### src/rtl/tpa_pkg.sv
`timescale 1ns / 1ps
// ----------------------------------------------------------------------------
// tpa_pkg
// Shared widths, register map and cell types for the triangle unit.
// ----------------------------------------------------------------------------
package tpa_pkg;

    localparam int COORD_BITS     = 16;
    localparam int DIFF_BITS      = COORD_BITS + 1;
    localparam int SIDE_RAD_BITS  = 2 * DIFF_BITS;        // dx^2 + dy^2
    localparam int SIDE_BITS      = SIDE_RAD_BITS / 2;    // floor sqrt
    localparam int SIDE_REM_BITS  = SIDE_BITS + 2;
    localparam int PERIM_BITS     = 19;
    localparam int FACT_BITS      = PERIM_BITS;
    localparam int PQ_BITS        = 2 * FACT_BITS;
    localparam int AREA_RAD_BITS  = 2 * PQ_BITS;
    localparam int AREA_ROOT_BITS = AREA_RAD_BITS / 2;
    localparam int AREA_REM_BITS  = AREA_ROOT_BITS + 2;
    localparam int AREA_BITS      = 31;
    localparam int VSQ_BITS       = 2 * COORD_BITS;

    localparam int RADIUS_BITS    = 16;
    localparam int APB_DATA_BITS  = 32;
    localparam int APB_ADDR_BITS  = 3;
    localparam int NUM_SIDES      = 3;

    localparam logic [APB_ADDR_BITS-1:0] REG_CIRCLE_RADIUS = 3'd0;
    localparam logic [RADIUS_BITS-1:0]   RADIUS_RESET      = 16'd80;

    // one lane of the bit-serial square root for a side length
    typedef struct packed {
        logic [SIDE_RAD_BITS-1:0] rad;
        logic [SIDE_REM_BITS-1:0] rem;
        logic [SIDE_BITS-1:0]     root;
    } t_side_st;

    typedef t_side_st [NUM_SIDES-1:0] t_side_lanes;

    typedef struct packed {
        logic [AREA_RAD_BITS-1:0]  rad;
        logic [AREA_REM_BITS-1:0]  rem;
        logic [AREA_ROOT_BITS-1:0] root;
    } t_area_st;

    typedef struct packed {
        logic [PERIM_BITS-1:0] perim;
        logic                  in_circle;
    } t_meta;

endpackage

### src/rtl/tpa_side_cell.sv
`timescale 1ns / 1ps
// ----------------------------------------------------------------------------
// tpa_side_cell
// One root bit for each of the three side lengths.
// ----------------------------------------------------------------------------
module tpa_side_cell (
    input  logic                 i_clk,
    input  logic                 i_en,
    input  tpa_pkg::t_side_lanes i_d,
    output tpa_pkg::t_side_lanes o_q
);
    import tpa_pkg::*;

    t_side_lanes n_q;
    t_side_lanes r_q;

    always_comb begin
        logic [SIDE_REM_BITS-1:0] rem_sh;
        logic [SIDE_REM_BITS-1:0] trial;
        logic                     ge;
        for (int l = 0; l < NUM_SIDES; l++) begin
            rem_sh = {i_d[l].rem[SIDE_REM_BITS-3:0],
                      i_d[l].rad[SIDE_RAD_BITS-1 -: 2]};
            trial  = {i_d[l].root, 2'b01};
            ge     = (rem_sh >= trial);
            n_q[l].rad  = {i_d[l].rad[SIDE_RAD_BITS-3:0], 2'b00};
            n_q[l].rem  = ge ? (rem_sh - trial) : rem_sh;
            n_q[l].root = {i_d[l].root[SIDE_BITS-2:0], ge};
        end
    end

    always_ff @(posedge i_clk) begin
        if (i_en) begin
            r_q <= n_q;
        end
    end

    assign o_q = r_q;

endmodule

### config.mk
export PLATFORM = sky130hd
export DESIGN_NAME = tpa_side_cell
export DESIGN_NICKNAME = d
export VERILOG_FILES = /design/src/rtl/tpa_pkg.sv /design/src/rtl/tpa_side_cell.sv
export SDC_FILE = /design/constraint.sdc
export NUM_CORES = 1
export LEC_CHECK = 0
export BUFFER_PORTS_ARGS = -buffer_cell sky130_fd_sc_hd__buf_2
export CAP_MARGIN = 20
export CORE_UTILIZATION = 30
export DETAILED_ROUTE_END_ITERATION = 10
export PLACE_DENSITY = 0.67
export SETUP_SLACK_MARGIN = 0.05
export SYNTH_ARGS = -nofsm -noshare
export SYNTH_HDL_FRONTEND = slang
export SYNTH_SLANG_ARGS = --single-unit
### constraint.sdc
create_clock -name i_clk -period 2.6 [get_ports i_clk]
set_input_delay 0.26 -clock i_clk [delete_from_list [all_inputs] [get_ports i_clk]]
set_output_delay 0.26 -clock i_clk [all_outputs]
set_load 0.02 [all_outputs]
**Yosys cells after proc, flatten, opt, wreduce, memory -nomap -nowiden**

Cells that the tools add are included.

- Logic and storage cells: 18
- Flip-flop bits (word level): 204
- Input bits: 212
- Output and inout port bits: 210

- Multiplexer cells: 3
- Add/subtract/negate cells: 3
- Order comparisons: 3

Operator list:

| operator | count |
|---|---|
| 19-bit greater-or-equal comparator | 3 |
| 19-bit 2-to-1 mux | 3 |
| 19-bit subtractor | 3 |

**Logic depth before layout (Yosys ltp)**

- Depth after elaboration: 2
- Mapped depth: 12
- Depth with buffers taken out: 10

**Worst setup path after synthesis**

OpenSTA, ideal clock, no wires.

- Path kind: input port to flip-flop
- Start: in i_d[144] (netlist name)
- End: reg r_q (netlist bit o_q[161]) (data pin)
- Setup time: 0.260 ns
- Path buffers: 1
- Stages on the path: 10
- Path slack: 0.235 ns
- Arrival: 2.104 ns
- Data required time: 2.340 ns
- Path through: inv_1 > ha_1 > a211oi_1 > nor3_1 > a211oi_2 > a31oi_1 > o21ai_4 > inv_2 > buf_6 > mux2_4

RTL lines:

| what | line | text |
|---|---|---|
| start, declared | tpa_side_cell.sv:9 | `input tpa_pkg::t_side_lanes i_d,` |
| end signal, assigned | tpa_side_cell.sv:34 | `r_q <= n_q;` |
| end, declared | tpa_side_cell.sv:15 | `t_side_lanes r_q;` |

==> results.md <==
- Initial DRT Pass Iterations: 4
- CTS Buffer Depth: 3
- Synth cell types: 70
- Die span in x: between 150 and 200 um
- Aggregate global routing overflow: 0
- Seq. cell area: a little over 6000 um2
- Most frequent cells in the layout: buf_2, edfxtp_1, dlygate4sd3_1
- Critical path class: primary input to flip-flop
- Status: finished clean
- Routability congestion estimate: between 0.8 and 0.9
- Post-DRT Antenna Nets: 0
- Synth Flop Type: edfxtp_1
- Highest routing layer actually used: met5
- Max-slew headroom: 64.3%
- Starting Density: 30.7%
- Initial antenna violation count: 4
- Mapped Area: 9720 um2
- Number of synthesized flops with an enable pin: 204
- Final hold vios: 0
- Hold_ws: 0.0473 ns
- Post-synthesis sequential area ratio: 63.0%
- # fillers: 2,852
- Cell Pwr Density: 644 nW/um2
- P&R area growth vs syn: 54.6%
- Crit start category: primary input
- Internal power of the cells: 6910 uW
- Htree depth: 1
- First-pass GRT wire length: 44,800 um
- Largest cells by area after synthesis: edfxtp_1, ha_1, a21oi_1
- Die area: 33,100 um2
- Ys async rst share: 0%
- DRT iter0 DRCs: 403
- Area of the multi-input gates: around 3400 um2
- # setup viols final: 0
- Share of the synthesized area in the top cell type: 63.0%
- Hold Path Class: primary input to flip-flop
- Syn avg cell area: 13.1 um2
- Sink Count: between 200 and 250
- Clock power frac: 33.5%
- Share of layout cells above drive strength 1: 40.4%
- Routed wl met2: 15,300 um
- Synth warnings: 0
- Register share of total power: 42.4%
- Comb power frac: between 20 and 25%
- Routed wire length: between 30,000 and 40,000 um
- RSZ-0062 raised after global routing: true
- Leading area contributor after synthesis: edfxtp_1
- Most common cell after layout, fill and taps aside: buf_2
- Data arrival, critical path: 2.74 ns
- Switching portion of total power: between 20% and 30%
- Routed met3 length: 2130 um
- Max-cap violations: 0
- Fin Setup TNS: 0 ns
- FMAX: 402 MHz
- CP Capture Type: flip-flop
- Drt drc: 0
- Vias: 8,323
- Overall Global Routing Usage: 17.3%
- CTS clock-pin slew for the worst setup and hold paths: about 0.06 ns
- Row Count: 65
- I/O pin count: 422
- Largest net degree at the start of global routing: 51
- Clock root cell: clkbuf_16
- Psw: between 2000 and 3000 uW
- Metal1 wirelength: 12,300 um
- Tmin final: 2.49 ns
- Core box area: 31,700 um2
- Overall power: slightly below 10,000 uW
- HPWL after DPL: ~22,000 um
- Die H: 182 um
- Worst-Margin Slew: 0.531 ns
- Worst Path Max Fanout: 2
- TritonCTS clock tree: built
- Leakage: 0.00670 uW
- Flops & latches, synth: 204
- Vias in the first global route: roughly 8,300
- Final period util: 95.6%
- Post-DR wirelength/cell: ~17 um
- Worst VDD drop: 0.000473 V
- Synth Instances: 743
- Max reg flops: 204
- Required time worst endpoint: approximately 2.9 ns
- Count of pins over their slew limit: 0
- Drt via density: ~4.6
- Port Buffers: between 400 and 500
- Final net count: approximately 1,600
- CTS buffer count: 24
==> worst paths after layout <==
| path | from | slack [ns] | cells past startpoint | endpoint |
|---|---|---|---|---|
| max | i_d[0] | 0.11 | 12 | o_q[34]$_DFFE_PP_ |
| min | i_d[100] | 0.05 | 3 | o_q[102]$_DFFE_PP_ |
==> timing repair <==
action	in CTS	in global routing
endpoints found under the hold margin	144	0
buffers inserted	0	4
resized for setup	0	30
setup endpoints to repair	0	49
hold buffers	144	0
==> cell families after synthesis <==
group / share of synthesized area [%]
flops: 63.0
compound gates: 11.3
simple gates: 7.66
buf+inv: 4.03
fa+ha+maj: 7.33
xor+xnor: 3.87
mux: 2.73
other cells: 0.0386
==> layer usage <==
metal  GRT usage (%)  vias to the layer above
li1                -                     3997
met4            4.71                        4
met5               0                        -
met2            31.0                      324
met3            4.35                       47
met1            20.4                     3951
==> metrics by stage <==
step | util (%) | instance area, um2 | std cells | worst slack [ns]
after floorplan | - | 9740 | 748 | 0.235
after global placement | 40.0 | 12700 | 1600 | -0.0329
after detailed placement | 40.0 | 12700 | 1600 | -0.0850
after CTS | 46.9 | 14900 | 1788 | 0.0556
after global routing | 47.4 | 15000 | 1794 | 0.00748
final | 47.4 | 15000 | 1794 | 0.115
==> cells in the mapped netlist (5+ instances only) <==
| cell type | number |
|---|---|
| edfxtp_1 | 204 |
| inv_1 | 70 |
| ha_1 | 57 |
| a21oi_1 | 55 |
| nand2_1 | 54 |
| nor2_1 | 34 |
| xnor2_1 | 24 |
| o21ai_0 | 21 |
| o21ai_1 | 21 |
| xor2_1 | 19 |
| nand3_1 | 17 |
| a21o_1 | 11 |
| nand2b_1 | 11 |
| mux2_1 | 9 |
| buf_4 | 7 |
| mux2_2 | 7 |
| nor2b_1 | 7 |
| a31oi_1 | 6 |
| buf_2 | 6 |
| nand4_1 | 6 |
| a211oi_1 | 5 |
| nor3_1 | 5 |
| o21a_1 | 5 |
| o21bai_1 | 5 |
==> layout make-up <==
type	count	share of cell area (%)
clock buffers	31	4.17
repair buffers	617	26.7
clock inverters	13	0.857
inverters	72	1.81
multi-input cells	453	22.3
well taps	402	3.35
diodes	2	0.0333
flip-flops and latches	204	40.8
==> worst max-delay path: stages <==
cell,delay [ns]
dlygate4sd3_1,0.52
buf_2,0.11
inv_1,0.04
ha_1,0.30
o21ai_2,0.07
a21boi_2,0.18
o21ai_2,0.10
o31a_1,0.28
buf_4,0.15
o311ai_4,0.29
mux2i_1,0.11
a221o_1,0.32
==> power groups by stage <==
stage / logic, uW / registers, uW / clock network, uW
6_report: 2330 / 4100 / 3240
5_1_grt: 2500 / 4130 / 3480
4_1_cts: 2270 / 4100 / 3350
3_5_place_dp: 2080 / 4170 / 0
3_3_place_gp: 2060 / 4160 / 0
2_1_floorplan: 796 / 4580 / 0
(Power assumes the default switching activity.)
