**src/rtl/tpa_pkg.sv**
```systemverilog
`timescale 1ns / 1ps
// ----------------------------------------------------------------------------
// tpa_pkg
// Shared widths, register map and cell types for the triangle unit.
// ----------------------------------------------------------------------------
package tpa_pkg;

    localparam int COORD_BITS     = 16;
    localparam int DIFF_BITS      = COORD_BITS + 1;
    localparam int SIDE_RAD_BITS  = 2 * DIFF_BITS;        // dx^2 + dy^2
    localparam int SIDE_BITS      = SIDE_RAD_BITS / 2;    // floor sqrt
    localparam int SIDE_REM_BITS  = SIDE_BITS + 2;
    localparam int PERIM_BITS     = 19;
    localparam int FACT_BITS      = PERIM_BITS;
    localparam int PQ_BITS        = 2 * FACT_BITS;
    localparam int AREA_RAD_BITS  = 2 * PQ_BITS;
    localparam int AREA_ROOT_BITS = AREA_RAD_BITS / 2;
    localparam int AREA_REM_BITS  = AREA_ROOT_BITS + 2;
    localparam int AREA_BITS      = 31;
    localparam int VSQ_BITS       = 2 * COORD_BITS;

    localparam int RADIUS_BITS    = 16;
    localparam int APB_DATA_BITS  = 32;
    localparam int APB_ADDR_BITS  = 3;
    localparam int NUM_SIDES      = 3;

    localparam logic [APB_ADDR_BITS-1:0] REG_CIRCLE_RADIUS = 3'd0;
    localparam logic [RADIUS_BITS-1:0]   RADIUS_RESET      = 16'd80;

    // one lane of the bit-serial square root for a side length
    typedef struct packed {
        logic [SIDE_RAD_BITS-1:0] rad;
        logic [SIDE_REM_BITS-1:0] rem;
        logic [SIDE_BITS-1:0]     root;
    } t_side_st;

    typedef t_side_st [NUM_SIDES-1:0] t_side_lanes;

    typedef struct packed {
        logic [AREA_RAD_BITS-1:0]  rad;
        logic [AREA_REM_BITS-1:0]  rem;
        logic [AREA_ROOT_BITS-1:0] root;
    } t_area_st;

    typedef struct packed {
        logic [PERIM_BITS-1:0] perim;
        logic                  in_circle;
    } t_meta;

endpackage

```
**src/rtl/tpa_area_cell.sv**
```systemverilog
`timescale 1ns / 1ps
// ----------------------------------------------------------------------------
// tpa_area_cell
// One root bit of the Heron product square root.
// ----------------------------------------------------------------------------
module tpa_area_cell (
    input  logic              i_clk,
    input  logic              i_en,
    input  tpa_pkg::t_area_st i_d,
    output tpa_pkg::t_area_st o_q
);
    import tpa_pkg::*;

    logic [AREA_REM_BITS-1:0] rem_sh;
    logic [AREA_REM_BITS-1:0] trial;
    logic                     ge;
    t_area_st                 n_q;
    t_area_st                 r_q;

    assign rem_sh = {i_d.rem[AREA_REM_BITS-3:0], i_d.rad[AREA_RAD_BITS-1 -: 2]};
    assign trial  = {i_d.root, 2'b01};
    assign ge     = (rem_sh >= trial);

    always_comb begin
        n_q.rad  = {i_d.rad[AREA_RAD_BITS-3:0], 2'b00};
        n_q.rem  = ge ? (rem_sh - trial) : rem_sh;
        n_q.root = {i_d.root[AREA_ROOT_BITS-2:0], ge};
    end

    always_ff @(posedge i_clk) begin
        if (i_en) begin
            r_q <= n_q;
        end
    end

    assign o_q = r_q;

endmodule

```
**config.mk**
```make
export PLATFORM = sky130hd
export DESIGN_NAME = tpa_area_cell
export DESIGN_NICKNAME = d
export VERILOG_FILES = /design/src/rtl/tpa_pkg.sv /design/src/rtl/tpa_area_cell.sv
export SDC_FILE = /design/constraint.sdc
export NUM_CORES = 1
export LEC_CHECK = 0
export BUFFER_PORTS_ARGS = -buffer_cell sky130_fd_sc_hd__buf_4
export CAP_MARGIN = 20
export CORE_ASPECT_RATIO = 0.7
export CORE_UTILIZATION = 48
export CTS_BUF_LIST = sky130_fd_sc_hd__clkbuf_4 sky130_fd_sc_hd__clkbuf_8 sky130_fd_sc_hd__clkbuf_16
export DETAILED_ROUTE_END_ITERATION = 10
export PLACE_DENSITY = 0.8
export SETUP_SLACK_MARGIN = 0.2
export SLEW_MARGIN = 25
export SYNTH_ARGS = -nofsm -noshare
export SYNTH_HDL_FRONTEND = slang
export SYNTH_SLANG_ARGS = --single-unit
```
**constraint.sdc**
```tcl
create_clock -name i_clk -period 4.45 [get_ports i_clk]
set_clock_uncertainty 0.15 [all_clocks]
set_input_delay 0.6675 -clock i_clk [delete_from_list [all_inputs] [get_ports i_clk]]
set_output_delay 0.6675 -clock i_clk [all_outputs]
set_load 0.01 [all_outputs]
```
== Word level (Yosys, flattened, before mapping) ==
Index checks and enable logic that the tools add are counted.
Widths: inputs -> output; s select.
Cells by class
  $add $sub $neg: 1
  magnitude comparators: 1
  mux-type cells: 1
Operators by type and width (count)
  $ge 40x40->1: 1
  $mux 40: 1
  $sub 40x40->40: 1
Word-level totals
  bits in registers: 152
  input bits: 156
  output and inout bits: 154
  logic and storage cells: 6

== Logic depth before layout (Yosys ltp) ==
Gate-level depths: netlist of the first run.
  depth in word-level cells: 2
  mapped depth: 13
  gate-level depth less buffers: 12

== Least setup slack after synthesis of the first run ==
No wires, ideal clock.
  kind: input to register
  from: input port i_d[13] (netlist name)
  to: register r_q (netlist bit o_q[68]) (data pin)
  library setup time: 262 ps
  arrival time: 2926 ps
  data required time: 4038 ps
  setup slack: 1112 ps
  cell stages on the path: 12
  path buffers: 1
  cells stage by stage: inv_1 -> ha_1 -> nand3_1 -> nor3_1 -> a221oi_1 -> a21oi_1 -> o31ai_1 -> a21oi_1 -> nor3_2 -> inv_2 -> buf_6 -> mux2_1
RTL lines
  start: declaration: line tpa_area_cell.sv:9  | input tpa_pkg::t_area_st i_d,
  end signal: assignment: line tpa_area_cell.sv:32  | r_q <= n_q;
  end: declaration: line tpa_area_cell.sv:18  | t_area_st r_q;

==> flow_metrics.py, run 1 <==
metrics = {
    "run_status": {
        "status": "completed",
    },
    "min_path": {
        "min_path_cells": 1,
        "hold_class": "input pin to flip-flop",
        "min-delay-start": "i_d[150]",
        "min_to": "o_q[152]$_DFFE_PP_",
    },
    "timing": {
        "finalSetupViolations": 0,
        "hold_slack_ns": 0.270,
        "rsz0062_at_grt": "false",
        "max_freq_mhz": 297,
        "hold_viol_final": 0,
        "fin_crit_ns": 3.37,
        "max_slew_margin_pct": 36.8,
        "drv_slew": 0,
        "post-route-period-util_pct": 75.6,
        "fin_tns_setup_ns": 0,
        "tightest_slew_ns": 0.948,
        "setup_slack_ns": 1.08,
    },
    "worst_setup_path": {
        "arrival_ns": 3.38,
        "cp_slowest_stage_delay_ns": 0.43,
        "cp_cell_sequence": "buf_4 -> ha_1 -> nand3_1 -> or3_1 -> a211o_1 -> a21oi_1 -> o31ai_1 -> a21oi_1 -> nor3_2 -> inv_2 -> buf_4 -> mux2_2",
        "slowest_stage": "or3_1",
        "required_ns": 4.46,
        "path_class": "input pin to flip-flop",
        "endpoint_kind": "flip-flop",
        "setup.worst_path.start_class": "input pin",
        "critical_path.max_fanout": 24,
    },
    "routing": {
        "totalWireLength_um": 18900,
        "wire_per_inst_um": 17.3,
        "vias": 5582,
        "drc": 0,
        "viasPerCell": 5.10,
        "dr.pass1.iters": 5,
        "drtIter0Drc": 278,
        "ant_nets": 0,
    },
    "synth": {
        "synth-adder-area-share_pct": 6.88,
        "synth_cells": 567,
        "synth-seq-area-share_pct": 62.7,
        "synth_simple_gate_area_share_pct": 7.89,
        "ys.warnings.count": 0,
        "synthXorXnorAreaFrac_pct": 3.73,
        "synth_top_family_by_area": "compound AO/OA/AOI/OAI gates",
        "ys_ff_latch": 152,
        "synthMuxAreaShare_pct": 1.44,
        "synth.cell_area_mm2": 0.00728,
        "netlist_top_cells_area": "edfxtp_1, ha_1, a21oi_1",
        "synth_ff_type": "edfxtp_1",
        "synth_edf_count": 152,
        "synth_top_area_share_pct": 62.7,
        "synthArstFlopShare_pct": 0,
        "synth_cell_types": 62,
        "syn_area_per_cell_um2": 12.8,
        "synth_top_cell_by_area": "edfxtp_1",
        "synth_compound_area_share_pct": 13.2,
    },
    "floorplan": {
        "die_area_mm2": 0.0157,
        "core_area_mm2": 0.0148,
        "initial_core_util_pct": 49.3,
        "die_h_um": 105,
        "die_x_um": 149,
        "ioPinCount": 310,
        "rows": 37,
    },
    "clocking": {
        "cts-resized-gates": 0,
        "hold_buffers": 0,
        "cts_max_level": 4,
        "clockBufferDepth": 2,
        "clk_pin_slew_ns": 0.07,
        "cts_setup_buffers": 0,
        "cts_tree": "built",
        "cts-root-buf": "clkbuf_16",
        "numCtsBuffers": 17,
        "clkSinkCount": 152,
    },
    "finish": {
        "final_cells": 1094,
        "num_antenna_cells": 0,
        "largest_reg_flops": 152,
        "fillers": 1101,
        "nets": 1082,
        "syn2layout_area_growth_pct": 42.7,
        "drive_above_1_share_pct": 40.5,
    },
    "placed_design": {
        "dp_hpwl_um": 14300,
        "dp.cells": 1062,
        "io_buffers": 305,
        "gp_congestion": 0.848,
        "place_ws_ns": 0.679,
    },
    "global_routing": {
        "grt_pass1_vias": 5259,
        "grt_pass1_wl_um": 27900,
        "grt_usage_pct": 23.5,
        "grt_overflow": 0,
        "antenna_found_initial": 0,
        "grt_max_degree": 125,
    },
    "power": {
        "vdd_drop_max_uv": 255,
        "p_leak_nw": 4.64,
        "power_density_mw_per_mm2": 398,
    },
    "job": {
        "cap_violations": 0,
    },
}
## cells by family after synthesis
| kind of cell | Yosys count |
|---|---|
| buf+inv | 67 |
| compound gates | 150 |
| xor+xnor | 31 |
| flops | 152 |
| mux | 8 |
| other cells | 1 |
| simple gates | 118 |
| fa+ha+maj | 40 |
## cells in the final DEF, fill, tap and decap left out, drive strengths merged, types with 12 or more instances in the layout
cell,n
xnor2,24
buf,311
a21o,15
nor2,43
o21ai,22
ha,40
inv,62
a21oi,64
clkbuf,18
edfxtp,152
nand3,12
nand2,21
## worst max-delay path, delay by kind of cell
| family | cells | cell delay, ns |
|---|---|---|
| simple gates | 3 | 0.73 |
| fa+ha+maj | 1 | 0.36 |
| buf+inv | 3 | 0.46 |
| mux | 1 | 0.37 |
| compound gates | 4 | 0.79 |
## metal layers
layer | routed length (um) | vias up | track usage [%]
li1 | - | 2754 | -
met1 | 8180 | 2617 | 30.9
met2 | 9170 | 199 | 38.8
met3 | 1440 | 12 | 6.81
met4 | 153 | 0 | 4.37
met5 | 0 | - | 0
## cell type report
class	instances	area [um2]	share of cell area, %
clock inverters	14	181	1.75
well taps	195	244	2.35
multi-input cells	349	2420	23.3
repair buffers	311	2340	22.5
flip-flops and latches	152	4560	43.9
clock buffers	18	433	4.17
inverters	55	206	1.99
## metrics by stage
stage,total power [mW],cell area [um2],util (%)
detailed placement,2.66,9770,66.2
floorplan,2.23,7280,-
global placement,2.64,9770,66.2
CTS,4.16,10400,70.3
global route,4.29,10400,70.3
finish,4.13,10400,70.3
## cell usage after synthesis, types with 4 or more instances
| master | count |
|---|---|
| xnor2_1 | 24 |
| inv_1 | 54 |
| nand3_1 | 12 |
| nand4_1 | 5 |
| o21bai_1 | 7 |
| nor3_1 | 7 |
| and2_1 | 4 |
| and3_1 | 6 |
| ha_1 | 40 |
| nand2_1 | 21 |
| nand2b_1 | 4 |
| o211ai_1 | 4 |
| edfxtp_1 | 152 |
| buf_6 | 5 |
| xor2_1 | 7 |
| a21o_1 | 15 |
| buf_2 | 4 |
| o21ai_0 | 18 |
| o31ai_1 | 6 |
| nor2_1 | 43 |
| a31oi_1 | 5 |
| mux2_4 | 4 |
| a21oi_1 | 64 |
## how the worst max path moves through the flow
stage / from / endpoint / slack (ns) / cells after the start
after CTS: i_d[13] / o_q[54]$_DFFE_PP_ / 1.11 / 13
final: i_d[51] / o_q[47]$_DFFE_PP_ / 1.08 / 12
after detailed placement: i_d[13] / o_q[54]$_DFFE_PP_ / 0.68 / 13
after global placement: i_d[13] / o_q[50]$_DFFE_PP_ / 0.71 / 13
after floorplan: i_d[13] / o_q[68]$_DFFE_PP_ / 1.11 / 12
after global routing: i_d[5] / o_q[54]$_DFFE_PP_ / 0.85 / 13
## report_power, final
group	switching, mW	leakage, nW	internal [mW]
registers	0.0381	1.49	1.74
logic	0.427	2.85	0.422
clock network	0.642	0.300	0.861
total	1.11	4.64	3.02
Power figures use the tool's default switching activity.
==> inputs of run 2 (changes only) <==
clock period = 3.3 ns   (was 4.45 ns; I/O delays follow)
==> run 2 against run 1 <==
  * Final cell count grew 4.2%
  * Via count grew 5.0%
  * Sequential power grew 35%
  * Wire length grew 3.5%
  * Die area is the same
  * Critical path type unchanged
  * First-iteration DRC count grew 10%
  * Critical path depth grew 1
==> flow_metrics.py, run 2 (synthesis results as in run 1) <==
metrics = {
    "run_status": {
        "status": "completed",
    },
    "timing": {
        "tightest_slew_ns": 0.644,
        "fin_tns_setup_ns": 0,
        "post-route-period-util_pct": 91.6,
        "drv_slew": 0,
        "hold_viol_final": 0,
        "max_slew_margin_pct": 57.0,
        "finalSetupViolations": 0,
        "max_freq_mhz": 331,
        "setup_slack_ns": 0.278,
        "fin_crit_ns": 3.02,
        "rsz0062_at_grt": "true",
        "hold_slack_ns": 0.0931,
    },
    "worst_setup_path": {
        "required_ns": 3.32,
        "setup.worst_path.start_class": "input pin",
        "cp_cell_sequence": "buf_4 -> inv_1 -> ha_1 -> buf_4 -> o21ai_0 -> nor2_1 -> nor2_1 -> and4_4 -> o41a_2 -> o311a_1 -> o21ai_2 -> a21boi_1 -> o31a_1",
        "path_class": "input pin to flip-flop",
        "arrival_ns": 3.04,
        "cp_slowest_stage_delay_ns": 0.49,
        "endpoint_kind": "flip-flop",
        "crit_end": "o_q[69]$_DFFE_PP_",
        "crit_start": "i_d[14]",
        "slowest_stage": "o41a_2",
        "critical_path.max_fanout": 3,
    },
    "floorplan": {
        "die_area_mm2": 0.0157,
        "ioPinCount": 310,
        "die_h_um": 105,
        "die_x_um": 149,
        "initial_core_util_pct": 49.3,
        "core_area_mm2": 0.0148,
        "rows": 37,
    },
    "clocking": {
        "cts-root-buf": "clkbuf_16",
        "numCtsBuffers": 17,
        "clockBufferDepth": 2,
        "cts_tree": "built",
        "cts_max_level": 4,
        "clk_pin_slew_ns": 0.07,
        "cts_setup_buffers": 0,
        "clkSinkCount": 152,
    },
    "global_routing": {
        "grt_usage_pct": 25.0,
        "antenna_found_initial": 0,
        "grt_overflow": 0,
        "grt_pass1_vias": 5694,
        "grt_max_degree": 66,
        "grt_pass1_wl_um": 29600,
    },
    "routing": {
        "drtIter0Drc": 307,
        "wl_met1_um": 8340,
        "ant_nets": 0,
        "wire_per_inst_um": 17.2,
        "drc": 0,
        "viasPerCell": 5.14,
        "top_layer": "met4",
        "totalWireLength_um": 19600,
        "wl_met3_um": 1560,
        "dr.pass1.iters": 5,
        "vias": 5862,
        "wl_met2_um": 9480,
    },
    "placed_design": {
        "io_buffers": 305,
        "dp_hpwl_um": 15000,
        "placed_area_mm2": 0.0102,
        "place_ws_ns": -0.166,
        "gp_congestion": 0.859,
        "dp.cells": 1108,
    },
    "finish": {
        "nets": 1128,
        "largest_reg_flops": 152,
        "final_common_cell": "buf_4",
        "drive_above_1_share_pct": 44.1,
        "final_cells": 1140,
        "fillers": 1053,
        "mostFrequentLayoutCells": "buf_4, edfxtp_1, a21oi_1",
        "num_antenna_cells": 0,
        "syn2layout_area_growth_pct": 48.8,
        "final_core_util_pct": 73.4,
        "multiInputGateArea_mm2": 0.00249,
        "final-seq-area_mm2": 0.00456,
        "finish.instance_area_mm2": 0.0108,
    },
    "power": {
        "power_mw": 5.72,
        "vdd_drop_max_uv": 432,
        "power_density_mw_per_mm2": 528,
        "p_leak_nw": 4.88,
    },
    "min_path": {
        "min_path_cells": 1,
        "hold_class": "input pin to flip-flop",
    },
    "job": {
        "cap_violations": 0,
    },
}
-- run 2: cell count changes in the layout (fill, tap and decap cells not counted), moves of 2 or more --
cell    previous run  this run
buf_4            310       354
ha_1              40        36
ha_4               0         3
buf_12             0         2
inv_6              3         5
-- run 2: routing by layer --
layer  track usage (%)  vias to the layer above
li1                  -                     2846
met5                 0                        -
met3              7.21                       19
met2              42.0                      224
met4              6.71                        0
met1              31.5                     2773
-- run 2: cell type report --
class / instances / area share, %
multi-input combinational: 349 / 22.9
clock buffer: 17 / 3.93
timing repair buffer: 357 / 25.0
tap: 195 / 2.25
sequential: 152 / 42.1
clock inverter: 15 / 1.85
inverter: 55 / 1.91
-- run 2: critical path: cells and delay by family --
family                   cells  cell delay, ns
AO/OA/AOI/OAI                6            1.45
AND/OR/NAND/NOR              3            0.46
adder cells (fa/ha/maj)      1            0.34
buffers and inverters        3            0.30
-- run 2: where the power goes --
part / switching [mW] / leakage (nW) / internal, mW
clock network: 0.846 / 0.309 / 1.22
logic: 0.607 / 3.08 / 0.644
registers: 0.0532 / 1.49 / 2.35
-- run 2: how the worst min path moves through the flow --
stage | start | to | slack, ns
final | i_d[86] | o_q[88]$_DFFE_PP_ | 0.09
after floorplan | i_d[98] | o_q[100]$_DFFE_PP_ | 0.44
after global placement | i_d[146] | o_q[148]$_DFFE_PP_ | 0.52
after CTS | i_d[132] | o_q[134]$_DFFE_PP_ | 0.08
after global routing | i_d[127] | o_q[129]$_DFFE_PP_ | 0.07
after detailed placement | i_d[133] | o_q[135]$_DFFE_PP_ | 0.52
-- run 2: repair_timing --
action / 4_1_cts / 5_1_grt
hold buffers: 0 / 0
gates resized for setup: 0 / 7
endpoints found under the setup margin: 0 / 37
